**src/design/pdsp_pkg.sv**
```systemverilog
package pdsp_pkg;

   // defaults for the top-level parameters
   localparam int COUNT_BITS_DEF = 32;
   localparam int NUM_PINS_DEF   = 2;

   // fixed field widths
   localparam int FUNC_W   = 2;
   localparam int TS_W     = 32;
   localparam int PULSE_W  = 12;
   localparam int CHAN_W   = 3;
   localparam int CSR_IX_W = 2;
   localparam int REQ_USER_W = FUNC_W + 1;
   localparam int RSP_DATA_W = 16;

   // event kinds
   localparam logic [FUNC_W-1:0] FUNC_RISE = 2'd0;
   localparam logic [FUNC_W-1:0] FUNC_FALL = 2'd1;
   localparam logic [FUNC_W-1:0] FUNC_TICK = 2'd2;

   // register indexes
   localparam logic [CSR_IX_W-1:0] CSR_LOW_LIMIT  = 2'd0;
   localparam logic [CSR_IX_W-1:0] CSR_HIGH_LIMIT = 2'd1;
   localparam logic [CSR_IX_W-1:0] CSR_OUT_CHAN   = 2'd2;

   // register reset values
   localparam logic [PULSE_W-1:0] LOW_LIMIT_RST  = 12'd950;
   localparam logic [PULSE_W-1:0] HIGH_LIMIT_RST = 12'd1900;
   localparam logic [CHAN_W-1:0]  OUT_CHAN_RST   = 3'd5;

   // duty scaling: q = high_time * 20000 / period, saturated to 12 bits
   localparam int                  DUTY_SCALE_W = 15;
   localparam logic [DUTY_SCALE_W-1:0] DUTY_SCALE = 15'd20000;
   localparam int                  QUO_BITS     = PULSE_W;
   localparam int                  STEP_W       = $clog2(QUO_BITS);
   localparam logic [PULSE_W-1:0]  SAT_MAX      = 12'd4095;
   localparam logic [PULSE_W-1:0]  RELOAD_VALUE = 12'd900;

   typedef enum logic [2:0] {
      ST_IDLE,
      ST_DISPATCH,
      ST_MUL,
      ST_CHECK,
      ST_DIVIDE,
      ST_TICK
   } pdsp_state_type;

   typedef struct packed {
      logic load;   // capture the input transaction
      logic rise;   // update period and last rise
      logic diff;   // compute high time
      logic mul;    // scale high time
      logic check;  // saturation test, divider init
      logic step;   // one quotient bit
      logic tick;   // load result register, reload duty
   } pdsp_cmd_type;

   typedef struct packed {
      logic [FUNC_W-1:0] func;
      logic              pin_ok;
      logic              sat;
      logic              div_last;
      logic              out_free;
   } pdsp_stat_type;

endpackage

```
**src/design/pdsp_ctrl.sv**
```systemverilog
module pdsp_ctrl (
   input  logic                   clock,
   input  logic                   reset,
   input  logic                   req_tvalid,
   output logic                   req_tready,
   input  pdsp_pkg::pdsp_stat_type stat,
   output pdsp_pkg::pdsp_cmd_type  cmd
);
   import pdsp_pkg::*;

   pdsp_state_type state_ff;
   pdsp_state_type state_in;

   always_ff @(posedge clock) begin
      if (reset) begin
         state_ff <= ST_IDLE;
      end else begin
         state_ff <= state_in;
      end
   end

   // next state
   always_comb begin
      state_in = state_ff;
      unique case (state_ff)
         ST_IDLE: begin
            if (req_tvalid) begin
               state_in = ST_DISPATCH;
            end
         end
         ST_DISPATCH: begin
            priority if (stat.func == FUNC_TICK) begin
               state_in = ST_TICK;
            end else if (stat.func == FUNC_FALL && stat.pin_ok) begin
               state_in = ST_MUL;
            end else begin
               state_in = ST_IDLE;
            end
         end
         ST_MUL:    state_in = ST_CHECK;
         ST_CHECK:  state_in = stat.sat ? ST_IDLE : ST_DIVIDE;
         ST_DIVIDE: begin
            if (stat.div_last) begin
               state_in = ST_IDLE;
            end
         end
         ST_TICK: begin
            if (stat.out_free) begin
               state_in = ST_IDLE;
            end
         end
         default:   state_in = ST_IDLE;
      endcase
   end

   // outputs
   always_comb begin
      cmd        = '0;
      req_tready = 1'b0;
      unique case (state_ff)
         ST_IDLE: begin
            req_tready = 1'b1;
            cmd.load   = req_tvalid;
         end
         ST_DISPATCH: begin
            cmd.rise = (stat.func == FUNC_RISE) && stat.pin_ok;
            cmd.diff = (stat.func == FUNC_FALL) && stat.pin_ok;
         end
         ST_MUL:    cmd.mul   = 1'b1;
         ST_CHECK:  cmd.check = 1'b1;
         ST_DIVIDE: cmd.step  = 1'b1;
         ST_TICK:   cmd.tick  = stat.out_free;
         default: ;
      endcase
   end

endmodule

```
**src/design/pdsp_dp.sv**
```systemverilog
module pdsp_dp #(
   parameter int COUNT_BITS = pdsp_pkg::COUNT_BITS_DEF,
   parameter int NUM_PINS   = pdsp_pkg::NUM_PINS_DEF
) (
   input  logic                              clock,
   input  logic                              reset,
   input  logic [pdsp_pkg::REQ_USER_W-1:0]   req_tuser,
   input  logic [pdsp_pkg::TS_W-1:0]         req_tdata,
   input  logic                              csr_valid,
   input  logic [pdsp_pkg::CSR_IX_W-1:0]     csr_index,
   input  logic [pdsp_pkg::PULSE_W-1:0]      csr_data,
   output logic                              rsp_tvalid,
   input  logic                              rsp_tready,
   output logic [pdsp_pkg::CHAN_W-1:0]       rsp_chan,
   output logic [pdsp_pkg::PULSE_W-1:0]      rsp_pulse,
   input  pdsp_pkg::pdsp_cmd_type            cmd,
   output pdsp_pkg::pdsp_stat_type           stat
);
   import pdsp_pkg::*;

   localparam int PIN_IX_W = (NUM_PINS > 1) ? $clog2(NUM_PINS) : 1;
   localparam int PROD_W   = COUNT_BITS + DUTY_SCALE_W;
   localparam int HI_W     = PROD_W - QUO_BITS;

   // captured transaction
   logic [FUNC_W-1:0]     func_ff;
   logic                  pin_ff;
   logic [COUNT_BITS-1:0] ts_ff;

   // measurement state
   logic [COUNT_BITS-1:0] last_rise_ff [NUM_PINS];
   logic [COUNT_BITS-1:0] period_ff;
   logic [PULSE_W-1:0]    duty_ff;
   logic [PULSE_W-1:0]    duty_in;

   // divider
   logic [COUNT_BITS-1:0] high_ff;
   logic [PROD_W-1:0]     prod_ff;
   logic [COUNT_BITS-1:0] rem_ff;
   logic [COUNT_BITS-1:0] rem_in;
   logic [QUO_BITS-1:0]   num_lo_ff;
   logic [QUO_BITS-1:0]   quo_ff;
   logic [QUO_BITS-1:0]   quo_in;
   logic [STEP_W-1:0]     step_ff;

   // config
   logic [PULSE_W-1:0]    low_lim_ff;
   logic [PULSE_W-1:0]    high_lim_ff;
   logic [CHAN_W-1:0]     chan_ff;

   // result register
   logic                  rsp_valid_ff;
   logic                  rsp_valid_in;
   logic [CHAN_W-1:0]     rsp_chan_ff;
   logic [PULSE_W-1:0]    rsp_pulse_ff;
   logic [PULSE_W-1:0]    clamped;

   logic                  pin_ok;
   logic [PIN_IX_W-1:0]   pin_ix;
   logic [COUNT_BITS-1:0] since_rise;
   logic [HI_W-1:0]       prod_hi;
   logic                  sat;
   logic [COUNT_BITS:0]   trial;
   logic                  ge;

   assign pin_ok     = int'(pin_ff) < NUM_PINS;
   assign pin_ix     = pin_ok ? PIN_IX_W'(pin_ff) : '0;
   assign since_rise = ts_ff - last_rise_ff[pin_ix];

   assign prod_hi = prod_ff[PROD_W-1:QUO_BITS];
   // quotient needs more than 12 bits when prod / 4096 >= period
   assign sat     = (period_ff == '0) || (prod_hi >= HI_W'(period_ff));

   assign trial  = {rem_ff, num_lo_ff[QUO_BITS-1]};
   assign ge     = trial >= {1'b0, period_ff};
   assign rem_in = ge ? COUNT_BITS'(trial - {1'b0, period_ff}) : trial[COUNT_BITS-1:0];
   assign quo_in = {quo_ff[QUO_BITS-2:0], ge};

   always_comb begin
      priority if (duty_ff < low_lim_ff) begin
         clamped = low_lim_ff;
      end else if (duty_ff < high_lim_ff) begin
         clamped = duty_ff;
      end else begin
         clamped = high_lim_ff;
      end
   end

   always_comb begin
      duty_in = duty_ff;
      priority if (cmd.tick) begin
         duty_in = RELOAD_VALUE;
      end else if (cmd.check && sat) begin
         duty_in = SAT_MAX;
      end else if (cmd.step && step_ff == STEP_W'(QUO_BITS - 1)) begin
         duty_in = quo_in;
      end
   end

   always_comb begin
      rsp_valid_in = rsp_valid_ff;
      priority if (cmd.tick) begin
         rsp_valid_in = 1'b1;
      end else if (rsp_tready) begin
         rsp_valid_in = 1'b0;
      end
   end

   always_ff @(posedge clock) begin
      if (reset) begin
         for (int i = 0; i < NUM_PINS; i++) begin
            last_rise_ff[i] <= '0;
         end
         period_ff    <= '0;
         duty_ff      <= '0;
         low_lim_ff   <= LOW_LIMIT_RST;
         high_lim_ff  <= HIGH_LIMIT_RST;
         chan_ff      <= OUT_CHAN_RST;
         rsp_valid_ff <= 1'b0;
      end else begin
         if (cmd.rise) begin
            period_ff            <= since_rise;
            last_rise_ff[pin_ix] <= ts_ff;
         end
         duty_ff      <= duty_in;
         rsp_valid_ff <= rsp_valid_in;
         if (csr_valid) begin
            unique case (csr_index)
               CSR_LOW_LIMIT:  low_lim_ff  <= csr_data;
               CSR_HIGH_LIMIT: high_lim_ff <= csr_data;
               CSR_OUT_CHAN:   chan_ff     <= csr_data[CHAN_W-1:0];
               default: ;
            endcase
         end
      end
   end

   // payload registers
   always_ff @(posedge clock) begin
      if (cmd.load) begin
         func_ff <= req_tuser[FUNC_W-1:0];
         pin_ff  <= req_tuser[FUNC_W];
         ts_ff   <= req_tdata[COUNT_BITS-1:0];
      end
      if (cmd.diff) begin
         high_ff <= since_rise;
      end
      if (cmd.mul) begin
         prod_ff <= PROD_W'(high_ff) * PROD_W'(DUTY_SCALE);
      end
      if (cmd.check) begin
         rem_ff    <= prod_hi[COUNT_BITS-1:0];
         num_lo_ff <= prod_ff[QUO_BITS-1:0];
         step_ff   <= '0;
      end else if (cmd.step) begin
         rem_ff    <= rem_in;
         num_lo_ff <= {num_lo_ff[QUO_BITS-2:0], 1'b0};
         quo_ff    <= quo_in;
         step_ff   <= step_ff + 1'b1;
      end
      if (cmd.tick) begin
         rsp_chan_ff  <= chan_ff;
         rsp_pulse_ff <= clamped;
      end
   end

   assign rsp_tvalid = rsp_valid_ff;
   assign rsp_chan   = rsp_chan_ff;
   assign rsp_pulse  = rsp_pulse_ff;

   assign stat.func     = func_ff;
   assign stat.pin_ok   = pin_ok;
   assign stat.sat      = sat;
   assign stat.div_last = step_ff == STEP_W'(QUO_BITS - 1);
   assign stat.out_free = !rsp_valid_ff || rsp_tready;

endmodule

```
**src/design/pwm_duty_to_servo_pulse.sv**
```systemverilog
// PWM duty measurement feeding one servo (PPM) channel.
// Request channel (req_*): one transaction per event. req_tuser carries the
//   event kind (rising edge, falling edge, update tick) and the pin index,
//   req_tdata the free-running timestamp of the edge.
// Response channel (rsp_*): one transaction per tick, carrying the configured
//   channel in rsp_tuser and the clamped pulse width in us in rsp_tdata.
//   Edges never produce a response.
// Config channel (csr_*): always ready; index 0 low limit, 1 high limit,
//   2 output channel. Write only while the block is idle.
// Timing: one event at a time. A rising edge passes IDLE and DISPATCH, a tick
//   also TICK, a falling edge also MUL, CHECK and the restoring divider (one
//   quotient bit per cycle), which is skipped when the quotient saturates.
//   req_tready is high whenever the previous event is finished.
// Stalls: a tick's result sits in an output register; further edges are
//   still taken while it waits, and the next tick waits until it drains.
// Reset: synchronous, clears timestamps, period and stored duty, loads the
//   limits to 950/1900 us and the channel to 5, and empties the output.
module pwm_duty_to_servo_pulse #(
   parameter int COUNT_BITS = pdsp_pkg::COUNT_BITS_DEF,   // 8..32
   parameter int NUM_PINS   = pdsp_pkg::NUM_PINS_DEF      // 1..8
) (
   input  logic                              clock,
   input  logic                              reset,
   input  logic                              req_tvalid,
   output logic                              req_tready,
   input  logic [pdsp_pkg::TS_W-1:0]         req_tdata,   // [31:0] timestamp
   input  logic [pdsp_pkg::REQ_USER_W-1:0]   req_tuser,   // [1:0] func, [2] pin_index
   output logic                              rsp_tvalid,
   input  logic                              rsp_tready,
   output logic [pdsp_pkg::RSP_DATA_W-1:0]   rsp_tdata,   // [11:0] pulse_us, [15:12] zero
   output logic [pdsp_pkg::CHAN_W-1:0]       rsp_tuser,   // [2:0] channel
   input  logic                              csr_valid,
   output logic                              csr_ready,
   input  logic [pdsp_pkg::CSR_IX_W-1:0]     csr_index,
   input  logic [pdsp_pkg::PULSE_W-1:0]      csr_data
);
   import pdsp_pkg::*;

   pdsp_cmd_type         cmd;
   pdsp_stat_type        stat;
   logic [PULSE_W-1:0]   pulse;

   // registers take a write in any cycle
   assign csr_ready = 1'b1;

   pdsp_ctrl u_ctrl (
      .clock      (clock),
      .reset      (reset),
      .req_tvalid (req_tvalid),
      .req_tready (req_tready),
      .stat       (stat),
      .cmd        (cmd)
   );

   pdsp_dp #(
      .COUNT_BITS (COUNT_BITS),
      .NUM_PINS   (NUM_PINS)
   ) u_dp (
      .clock      (clock),
      .reset      (reset),
      .req_tuser  (req_tuser),
      .req_tdata  (req_tdata),
      .csr_valid  (csr_valid),
      .csr_index  (csr_index),
      .csr_data   (csr_data),
      .rsp_tvalid (rsp_tvalid),
      .rsp_tready (rsp_tready),
      .rsp_chan   (rsp_tuser),
      .rsp_pulse  (pulse),
      .cmd        (cmd),
      .stat       (stat)
   );

   assign rsp_tdata = RSP_DATA_W'(pulse);

endmodule

```
**config.mk**
```make
export PLATFORM = sky130hd
export DESIGN_NAME = pwm_duty_to_servo_pulse
export DESIGN_NICKNAME = d
export VERILOG_FILES = /design/src/design/pdsp_pkg.sv /design/src/design/pdsp_ctrl.sv /design/src/design/pdsp_dp.sv /design/src/design/pwm_duty_to_servo_pulse.sv
export SDC_FILE = /design/constraint.sdc
export NUM_CORES = 1
export LEC_CHECK = 0
export BUFFER_PORTS_ARGS = -buffer_cell sky130_fd_sc_hd__buf_2
export CAP_MARGIN = 20
export CORE_MARGIN = 3
export CORE_UTILIZATION = 39
export CTS_CLUSTER_SIZE = 12
export DETAILED_ROUTE_END_ITERATION = 7
export PLACE_DENSITY_LB_ADDON = 0.15
export SLEW_MARGIN = 5
export SYNTH_ARGS = -nofsm -noshare
export SYNTH_HDL_FRONTEND = slang
export SYNTH_HIERARCHICAL = 1
export SYNTH_SLANG_ARGS = --single-unit
```
**constraint.sdc**
```tcl
create_clock -name clock -period 6.3 [get_ports clock]
set_input_delay 1.89 -clock clock [delete_from_list [all_inputs] [get_ports clock]]
set_output_delay 1.89 -clock clock [all_outputs]
set_load 0.1 [all_outputs]
```
==> flow_summary_export.csv, run 1 <==
group,metric,value,unit
yosys,ys_seq_elements,318,
routing,wl_per_cell,17.2,um
timing,tns,0,ps
floorplanning,dieWidth,245,um
timing,rsz0062_at_grt,"false",
setup_path,cp_data_arrival_time,5870,ps
yosys,synth_area,22200,um2
floorplanning,num_rows,86,
run,maxCapViolCount,0,
routing,dr.first_iter.drc_count,990,
routing,num_vias,15442,
layout,multi_input_area,12000,um2
timing,fin_crit,5590,ps
setup_path,cp-end-kind,"flop",
placed_design,portBuffers,70,
setup_path,crit_path_max_fanout,6,
timing,finalMaxSlewViolations,0,
setup_path,required,6580,ps
global_routing,grt_pass1_vias,15348,
clocking,cts_root_buf,"clkbuf_16",
setup_path,crit_type,"flop to flop",
clocking,cts_tree,"yes",
yosys,yosysUniqueCellTypes,83,
placed_design,globalplace.congestion,0.868,
global_routing,grt_start_max_net_pins,44,
yosys,yosysMostFrequentCell,"inv_1",
yosys,synth_cells,2168,
global_routing,grt_pass1_wl,82.8,mm
placed_design,dp_hpwl,40.5,mm
clocking,h-tree-depth,2,
routing,viasPerCell,5.14,
global_routing,grt_remaining_overflow,0,
yosys,synth_top_area_cell,"edfxtp_1",
global_routing,grt_use_total,17.3,%
yosys,synth_top_area_share,32.2,%
hold_path,hold_path_depth,0,
layout,final_nets,2603,
power,powerDensity,339,nW/um2
yosys,yosys-top-cells-count,"301 x inv_1, 238 x edfxtp_1, 236 x ha_1, 141 x a21oi_1, 135 x nor2_1",
timing,tightest_slew,1090,ps
hold_path,hold_path.class,"flop to flop",
timing,max_freq,179,MHz
floorplanning,die_y,245,um
yosys,async_flop_share,0,%
floorplanning,core_area,55700,um2
layout,n_fill_cell,5378,
layout,seqCellArea,8750,um2
timing,setup_violations,0,
power,ir_drop,0.255,mV
clocking,cts_buffer_depth,3,
timing,relSlewSlack,27.3,%
clocking,clkSinkCount,318,
timing,skew,17.0,ps
timing,hold_viol,0,
clocking,clkSlewWorstSetupHoldPaths,60,ps
yosys,yosys-top-cells-area,"edfxtp_1 32%, ha_1 13%, fa_1 7.7%, dfxtp_1 7.2%, inv_1 5.1%",
floorplanning,initial_core_util,39.8,%
yosys,syn_avg_cell_area,10.2,um2
clocking,worstSkewPairLatency,550,ps
layout,stdcell_count,3006,
routing,dr.pass1.iters,5,
global_routing,antenna_found_initial,0,
yosys,synth_warnings,6,
layout,area_growth,10.9,%
clocking,holdBufCountCts,0,
yosys,synth-main-ff-cell,"edfxtp_1",
setup_path,rr_worst_depth,18,
routing,drt_wl_total,51.7,mm
routing,drcViolationCount,0,
clocking,numCtsBuffers,38,
status,outcome,"finished, final reports clean",
yosys,seq_area_frac_synth,39.4,%
clocking,cts_setup_buffers,0,
timing,period_share,88.7,%
routing,ant_nets,0,
layout,diodes,0,
power,p_leak,0.0107,uW
floorplanning,pin_count,76,
clocking,cts-resized-gates,0,
placed_design,dp.cells,2936,
setup_path,critPathLaunchType,"flop",
floorplanning,dieArea,59800,um2
layout,final_layout_size_suffix_gt1_share,8.33,%
yosys,synth_edf_count,238,
==> kinds of logic after synthesis <==
group	after synthesis	share of synthesized area, %
xor gates and xnor gates	78	3.08
adders and majority gates	321	21.0
and+or+nand+nor	515	11.6
DFF	318	39.4
muxes	103	4.72
AOI/OAI and AO/OA	457	13.6
other	3	0.0507
buffers and inverters	373	6.64
==> cell type report <==
| cell class | count | area share, % |
|---|---|---|
| clock buffer | 49 | 4.20 |
| clock inverter | 21 | 1.03 |
| inverter | 302 | 4.61 |
| multi-input combinational | 1480 | 48.8 |
| sequential | 318 | 35.6 |
| tap | 748 | 3.80 |
| timing repair buffer | 88 | 1.97 |
==> metal layers <==
layer / track usage [%] / vias up / wire, um
li1: - / 7777 / -
met1: 25.4 / 7397 / 26400
met2: 27.1 / 223 / 22700
met3: 2.21 / 45 / 1660
met4: 3.96 / 0 / 915
met5: 0 / - / 0
==> worst paths after layout <==
path                    startpoint          endpoint  slack, ps
setup reg to reg  u_dp/high_ff[14]  u_dp/prod_ff[45]        710
hold reg to reg    u_dp/chan_ff[2]  u_dp/rsp_chan[2]        430
setup / recovery  u_dp/high_ff[14]  u_dp/prod_ff[45]        710
hold / removal     u_dp/chan_ff[2]  u_dp/rsp_chan[2]        430
==> power by group <==
group	switching (uW)	internal (uW)
clock	881	1370
combinational	2000	1360
sequential	106	2610
==> placed cells by master, fill, tap and decap left out, types with 13 or more instances in the layout <==
| cell type | n |
|---|---|
| a211oi_1 | 18 |
| a21o_1 | 70 |
| a21oi_1 | 141 |
| a31oi_1 | 22 |
| and2_1 | 72 |
| and3_1 | 14 |
| buf_2 | 70 |
| buf_4 | 18 |
| clkbuf_16 | 39 |
| dfxtp_1 | 79 |
| edfxtp_1 | 238 |
| fa_1 | 85 |
| ha_1 | 236 |
| inv_1 | 301 |
| mux2_2 | 13 |
| mux2i_1 | 90 |
| nand2_1 | 118 |
| nand3_1 | 34 |
| nand4_1 | 28 |
| nor2_1 | 134 |
| nor3_1 | 33 |
| nor4_1 | 15 |
| o211ai_1 | 13 |
| o21a_1 | 17 |
| o21ai_0 | 56 |
| o21ai_1 | 21 |
| o21bai_1 | 13 |
| xnor2_1 | 56 |
| xor2_1 | 22 |
==> through the flow <==
stage | instance area, um2 | hold slack (ps) | power (uW) | utilization [%] | setup slack [ps]
3_3_place_gp | 23300 | 412 | 6070 | 41.8 | 822
2_1_floorplan | 22200 | 408 | 5320 | - | 1230
6_report | 24600 | 428 | 8340 | 44.1 | 714
3_5_place_dp | 23300 | 419 | 6100 | 41.8 | 752
4_1_cts | 24600 | 433 | 8420 | 44.1 | 726
5_1_grt | 24600 | 438 | 8950 | 44.1 | 380
==> critical path, cell delays in order (launching register included) <==
cell	delay (ps)
edfxtp_1	450
inv_1	150
fa_1	520
inv_1	40
ha_1	290
fa_1	480
ha_1	280
inv_1	50
fa_1	510
inv_1	50
ha_1	360
and4_1	260
and3_1	200
and3_1	190
a32oi_1	170
o211ai_1	260
o211a_1	340
o41ai_2	550
o311ai_1	170
==> sequential cells by signal, indices dropped and copies added, names as in the netlist, 12 cells and up, named ones only <==
signal             cells
u_dp/period_ff        32
u_dp/low_lim_ff       12
u_dp/rsp_pulse        12
u_dp/rem_ff           32
u_dp/duty_ff          12
u_dp/last_rise_ff     64
u_dp/ts_ff            32
u_dp/high_lim_ff      12
u_dp/prod_ff          42
u_dp/high_ff          32
Note: power is estimated with default switching activity, not from simulation.
==> run 2: changes to the inputs <==
--- a/config.mk
+++ b/config.mk
@@ -5,8 +5,11 @@
 export SDC_FILE = /design/constraint.sdc
 export NUM_CORES = 1
 export LEC_CHECK = 0
+export ABC_AREA = 1
 export BUFFER_PORTS_ARGS = -buffer_cell sky130_fd_sc_hd__buf_2
 export CAP_MARGIN = 20
+export CELL_PAD_IN_SITES_DETAIL_PLACEMENT = 1
+export CELL_PAD_IN_SITES_GLOBAL_PLACEMENT = 1
 export CORE_MARGIN = 3
 export CORE_UTILIZATION = 39
 export CTS_CLUSTER_SIZE = 12
==> flow_summary_export.csv, run 2 <==
group,metric,value,unit
placed_design,dpl-instance-area,24400,um2
clocking,clkSlewWorstSetupHoldPaths,60,ps
routing,drcViolationCount,0,
layout,final_nets,3186,
clocking,cts_buffer_depth,3,
status,outcome,"finished, final reports clean",
floorplanning,dieWidth,250,um
clocking,cts_setup_buffers,0,
yosys,async_flop_share,0,%
hold_path,hold_path_depth,0,
power,power.share.clock,31.6,%
timing,fin_crit,5030,ps
placed_design,portBuffers,70,
routing,dr.pass1.iters,4,
yosys,yosysUniqueCellTypes,48,
setup_path,rr_worst_depth,20,
yosys,synth-main-ff-cell,"edfxtp_1",
power,p_total,7620,uW
setup_path,crit_start,"u_dp/high_ff[6]",
layout,area_growth,11.2,%
yosys,synth_edf_count,238,
yosys,yosys-top-cells-count,"525 x nand2_1, 488 x inv_1, 238 x edfxtp_1, 236 x ha_1, 234 x nor2_1",
setup_path,cp_slowest_stage_delay,580,ps
layout,final_cell_mix,"525 x nand2_1, 488 x inv_1, 238 x edfxtp_1",
floorplanning,die_y,250,um
layout,largest-register,"u_dp/last_rise_ff",
global_routing,grt_use_total,22.5,%
setup_path,cp-end-kind,"flop",
timing,finalMaxSlewViolations,0,
timing,worst_slack,1270,ps
clocking,numCtsBuffers,40,
placed_design,globalplace.congestion,0.873,
hold_path,hp-start,"u_dp/chan_ff[1]",
power,power.switching,2850,uW
yosys,synth_cells,2734,
power,combPwrFrac,35.0,%
routing,viasPerCell,5.13,
power,swShare,37.4,%
layout,largest_reg_flops,64,
placed_design,dp_hpwl,56.5,mm
clocking,cts_tree,"yes",
clocking,clkSinkCount,318,
setup_path,crit_path_max_fanout,5,
clocking,cts_root_buf,"clkbuf_16",
placed_design,place_ws,1300,ps
floorplanning,initial_core_util,39.8,%
global_routing,grt_remaining_overflow,0,
clocking,worstSkewPairLatency,580,ps
timing,relSlewSlack,27.9,%
yosys,ys_seq_elements,318,
setup_path,required,6590,ps
setup_path,critPathLaunchType,"flop",
routing,drt_wl_total,69.5,mm
layout,stdcell_area,25800,um2
setup_path,reg2reg_from,"u_dp/high_ff[6]",
routing,ant_nets,0,
power,ir_drop,0.232,mV
setup_path,crit_type,"flop to flop",
timing,max_freq,199,MHz
clocking,h-tree-depth,2,
routing,dr.first_iter.drc_count,875,
setup_path,crit_slowest_cell,"o21ai_0",
timing,period_share,79.9,%
run,maxCapViolCount,0,
layout,reg.largest.list,"u_dp/last_rise_ff (64), u_dp/prod_ff (42)",
setup_path,cp_data_arrival_time,5320,ps
timing,tns,0,ps
routing,wl_per_cell,19.3,um
yosys,synth_top_area_share,30.8,%
power,power.internal,4770,uW
clocking,cts-resized-gates,0,
floorplanning,core_area,58200,um2
setup_path,path_cells,"inv_1 > fa_1 > inv_1 > ha_1 > inv_1 > fa_1 > inv_1 > ha_1 > inv_1 > fa_1 > inv_1 > ha_1 > nand2_1 > inv_1 > nand2_1 > nand2_1 > a21oi_1 > o21ai_0 > a21oi_1 > xnor2_1",
global_routing,grt_pass1_vias,20196,
global_routing,grt_start_max_net_pins,46,
clocking,holdBufCountCts,0,
routing,num_vias,18522,
timing,skew,20.9,ps
yosys,yosysMostFrequentCell,"nand2_1",
power,powerDensity,296,nW/um2
layout,final_layout_size_suffix_gt1_share,6.30,%
yosys,seq_area_frac_synth,37.8,%
timing,tightest_slew,1080,ps
yosys,synth_area,23200,um2
timing,hold_viol,0,
yosys,yosys-top-cells-area,"edfxtp_1 31%, ha_1 13%, nand2_1 8.5%, inv_1 7.9%, fa_1 7.3%",
yosys,syn_avg_cell_area,8.47,um2
floorplanning,pin_count,76,
power,seqPwrFrac,33.5,%
global_routing,antenna_found_initial,3,
floorplanning,num_rows,88,
floorplanning,dieArea,62400,um2
setup_path,crit_top_cell,"inv_1",
layout,final_common_cell,"nand2_1",
timing,setup_violations,0,
hold_path,hold_path.class,"flop to flop",
timing,rsz0062_at_grt,"false",
power,p_leak,0.0121,uW
global_routing,grt_pass1_wl,111,mm
yosys,synth_warnings,6,
layout,diodes,0,
yosys,synth_top_area_cell,"edfxtp_1",
run 2: metrics by stage:
step | cells | hold slack [ps] | utilization (%)
after CTS | 3607 | 434 | 44.2
after global routing | 3608 | 459 | 44.2
after floorplan | 2737 | 409 | -
after detailed placement | 3533 | 419 | 41.8
final | 3608 | 437 | 44.2
after global placement | 3533 | 417 | 41.8
run 2: kinds of logic after synthesis:
kind of cell,after synthesis,share of synthesized area [%]
compound gates,423,10.0
xor+xnor,69,2.61
fa+ha+maj,321,20.1
buf+inv,554,9.25
flops,318,37.8
mux,39,1.70
other cells,3,0.0486
simple gates,1007,18.5
run 2: layout make-up:
cell class / instances / area, um2
fillers: 6879 / 32500
clock inverters: 25 / 327
inverters: 499 / 1870
clock buffers: 49 / 1040
well taps: 765 / 957
multi-input cells: 1865 / 12300
repair buffers: 87 / 490
flip-flops and latches: 318 / 8750
run 2: power by group through the flow:
stage	logic (uW)	clock network, uW	registers [uW]
after floorplan	1790	0	2560
after global placement	2620	0	2590
after detailed placement	2660	0	2600
after CTS	2680	2470	2550
after global routing	3010	2560	2560
final	2660	2400	2550
run 2: worst paths after layout:
| path | to | slack, ps |
|---|---|---|
| max | u_dp/prod_ff[36] | 1270 |
| min | u_dp/rsp_chan[1] | 440 |
| max reg2reg | u_dp/prod_ff[36] | 1270 |
| min reg2reg | u_dp/rsp_chan[1] | 440 |
run 2: critical path: cells and delay by family (launching register included):
family	cells	cell delay, ps
compound gates	3	880
simple gates	3	290
xor+xnor	1	200
flops	1	480
fa+ha+maj	6	2410
buf+inv	7	490
run 2: layer usage:
layer	track usage (%)	part of all wire, %	up-vias
met5	0	0.040	-
met4	7.38	3.3	4
met3	2.36	2.5	104
met2	38.7	48	218
met1	29.6	46	9063
li1	-	-	9133
==> run 3: changes to the inputs <==
--- a/config.mk
+++ b/config.mk
@@ -5,7 +5,7 @@
 export SDC_FILE = /design/constraint.sdc
 export NUM_CORES = 1
 export LEC_CHECK = 0
-export ABC_AREA = 1
+export ABC_AREA = 0
 export BUFFER_PORTS_ARGS = -buffer_cell sky130_fd_sc_hd__buf_2
 export CAP_MARGIN = 20
 export CELL_PAD_IN_SITES_DETAIL_PLACEMENT = 1
==> constraint.sdc (replaced) <==
create_clock -name clock -period 4.7 [get_ports clock]
set_input_delay 1.41 -clock clock [delete_from_list [all_inputs] [get_ports clock]]
set_output_delay 1.41 -clock clock [all_outputs]
set_load 0.1 [all_outputs]
==> flow_summary_export.csv, run 3 (synthesis gave the netlist of run 1 again) <==
group,metric,value,unit
hold_path,hold_path.class,"flop to flop",
placed_design,portBuffers,70,
setup_path,cp_data_arrival_time,5340,ps
clocking,worstSkewPairLatency,560,ps
floorplanning,num_rows,86,
floorplanning,dieArea,59800,um2
layout,n_fill_cell,6234,
clocking,cts_buffer_depth,3,
layout,final_nets,2771,
layout,area_growth,19.9,%
status,violations,"negative setup slack",
timing,worst_slack,-392,ps
timing,finalMaxSlewViolations,0,
global_routing,grt_pass1_wl,100,mm
hold_path,hold_path_depth,0,
run,maxCapViolCount,0,
clocking,h-tree-depth,2,
setup_path,critPathLaunchType,"flop",
routing,viasPerCell,5.27,
power,powerDensity,477,nW/um2
clocking,clkSlewWorstSetupHoldPaths,60,ps
setup_path,path_cells,"inv_2 > fa_1 > inv_1 > ha_1 > fa_2 > ha_1 > fa_1 > ha_2 > a21o_1 > a21o_1 > a221o_1 > a21oi_1 > o211ai_1 > o211a_1 > buf_6 > o41ai_4 > buf_4 > o311ai_2",
setup_path,rr_worst_depth,18,
power,combPwrFrac,47.3,%
setup_path,crit_type,"flop to flop",
timing,hold_viol,0,
setup_path,cp_num_buf_inv,4,
layout,final_layout_size_suffix_gt1_share,19.7,%
layout,largest-register,"u_dp/last_rise_ff",
clocking,cts_tree,"yes",
power,power.internal,8000,uW
timing,tightest_slew,1030,ps
clocking,numCtsBuffers,39,
routing,num_vias,16740,
routing,dr.first_iter.drc_count,624,
routing,drcViolationCount,0,
floorplanning,pin_count,76,
layout,finish.utilization,47.7,%
power,power.switching,4690,uW
placed_design,place_ws,-449,ps
placed_design,globalplace.congestion,0.837,
floorplanning,core_area,55700,um2
status,outcome,"finished, violations left",
setup_path,crit_path_max_fanout,5,
layout,reg.largest.list,"u_dp/last_rise_ff (64), u_dp/prod_ff (42)",
layout,final_cell_mix,"262 x inv_1, 238 x edfxtp_1, 207 x ha_1",
setup_path,required,4940,ps
setup_path,cp-end-kind,"flop",
timing,setup_violations,14,
global_routing,grt_use_total,21.0,%
clocking,holdBufCountCts,0,
floorplanning,die_y,245,um
timing,skew,22.8,ps
routing,drt_wl_total,62.7,mm
routing,dr.pass1.iters,5,
power,swShare,37.0,%
global_routing,grt_pass1_vias,18373,
placed_design,dp_hpwl,48.7,mm
timing,max_freq,196,MHz
setup_path,cp_slowest_stage_delay,570,ps
floorplanning,dieWidth,245,um
clocking,cts_root_buf,"clkbuf_16",
global_routing,antenna_found_initial,0,
global_routing,grt_remaining_overflow,0,
power,seqPwrFrac,28.9,%
routing,wl_per_cell,19.8,um
timing,rsz0062_at_grt,"true",
power,power.share.clock,23.8,%
global_routing,grt_start_max_net_pins,49,
clocking,clkSinkCount,318,
setup_path,crit_slowest_cell,"fa_1",
setup_path,critical-path-top-delay-family,"adder cells",
timing,fin_crit,5090,ps
setup_path,path_depth,18,
power,ir_drop,0.346,mV
floorplanning,initial_core_util,39.8,%
timing,period_share,108,%
layout,largest_reg_flops,64,
timing,relSlewSlack,31.0,%
routing,ant_nets,0,
layout,final_common_cell,"inv_1",
layout,diodes,0,
power,p_leak,0.0116,uW
run 3: cell types whose count changed in the layout (fill, tap and decap cells not counted), moves of 29 or more:
cell     delta
a21o_1     +52
nor2_1    -102
nand2_1   -408
and2_1     +70
buf_4     +153
a21oi_1    -67
o21ai_0    -86
inv_2      +32
mux2i_1    +53
ha_1       -29
inv_1     -226
nand3_1   -100
run 3: path summary, 6_finish.rpt:
path	start	to	slack, ps
setup / recovery	u_dp/high_ff[7]	u_dp/prod_ff[43]	-390
hold / removal	u_dp/chan_ff[1]	u_dp/rsp_chan[1]	430
setup reg to reg	u_dp/high_ff[7]	u_dp/prod_ff[43]	-390
hold reg to reg	u_dp/chan_ff[1]	u_dp/rsp_chan[1]	430
run 3: metal layers:
layer,wire (um),global-route usage [%],vias up
li1,-,-,8094
met3,1490,2.32,66
met2,32500,39.0,166
met1,27600,26.3,8414
met4,1060,4.45,0
met5,0,0,-
run 3: layout make-up:
cell class	instances	area, um2	share of cell area (%)
well taps	748	936	3.52
repair buffers	255	1830	6.86
inverters	302	1130	4.26
multi-input cells	1480	12700	47.7
clock inverters	19	190	0.715
clock buffers	53	1090	4.10
flip-flops and latches	318	8750	32.9
run 3: power groups by stage:
| stage | clock network [uW] | logic, uW | registers (uW) |
|---|---|---|---|
| after global routing | 3250 | 6640 | 3690 |
| after global placement | 0 | 5220 | 3710 |
| after CTS | 3130 | 5670 | 3670 |
| after detailed placement | 0 | 5330 | 3730 |
| after floorplan | 0 | 3580 | 3680 |
| final | 3020 | 6000 | 3660 |
run 3: timing repair:
action	in CTS	in global routing
buffers inserted	21	14
pin swaps	55	39
setup endpoints to repair	19	22
gates resized for setup	59	61
run 3: worst reg2reg max path, stage by stage, from the launching register on:
cell	delay (ps)
edfxtp_1	370
inv_2	80
fa_1	570
inv_1	50
ha_1	300
fa_2	570
ha_1	250
fa_1	400
ha_2	210
a21o_1	200
a21o_1	170
a221o_1	300
a21oi_1	120
o211ai_1	160
o211a_1	300
buf_6	140
o41ai_4	290
buf_4	210
o311ai_2	90
run 3: metrics by stage:
| step | instance area [um2] | hold slack (ps) | power (uW) | cells | setup TNS [ps] |
|---|---|---|---|---|---|
| after floorplan | 22400 | 408 | 7260 | 2171 | -224 |
| after global placement | 24500 | 413 | 8940 | 3067 | -2220 |
| after detailed placement | 24500 | 417 | 9060 | 3067 | -4370 |
| after CTS | 26200 | 431 | 12500 | 3160 | -2280 |
| after global routing | 26600 | 442 | 13600 | 3175 | -7120 |
| final | 26600 | 429 | 12700 | 3175 | -2950 |
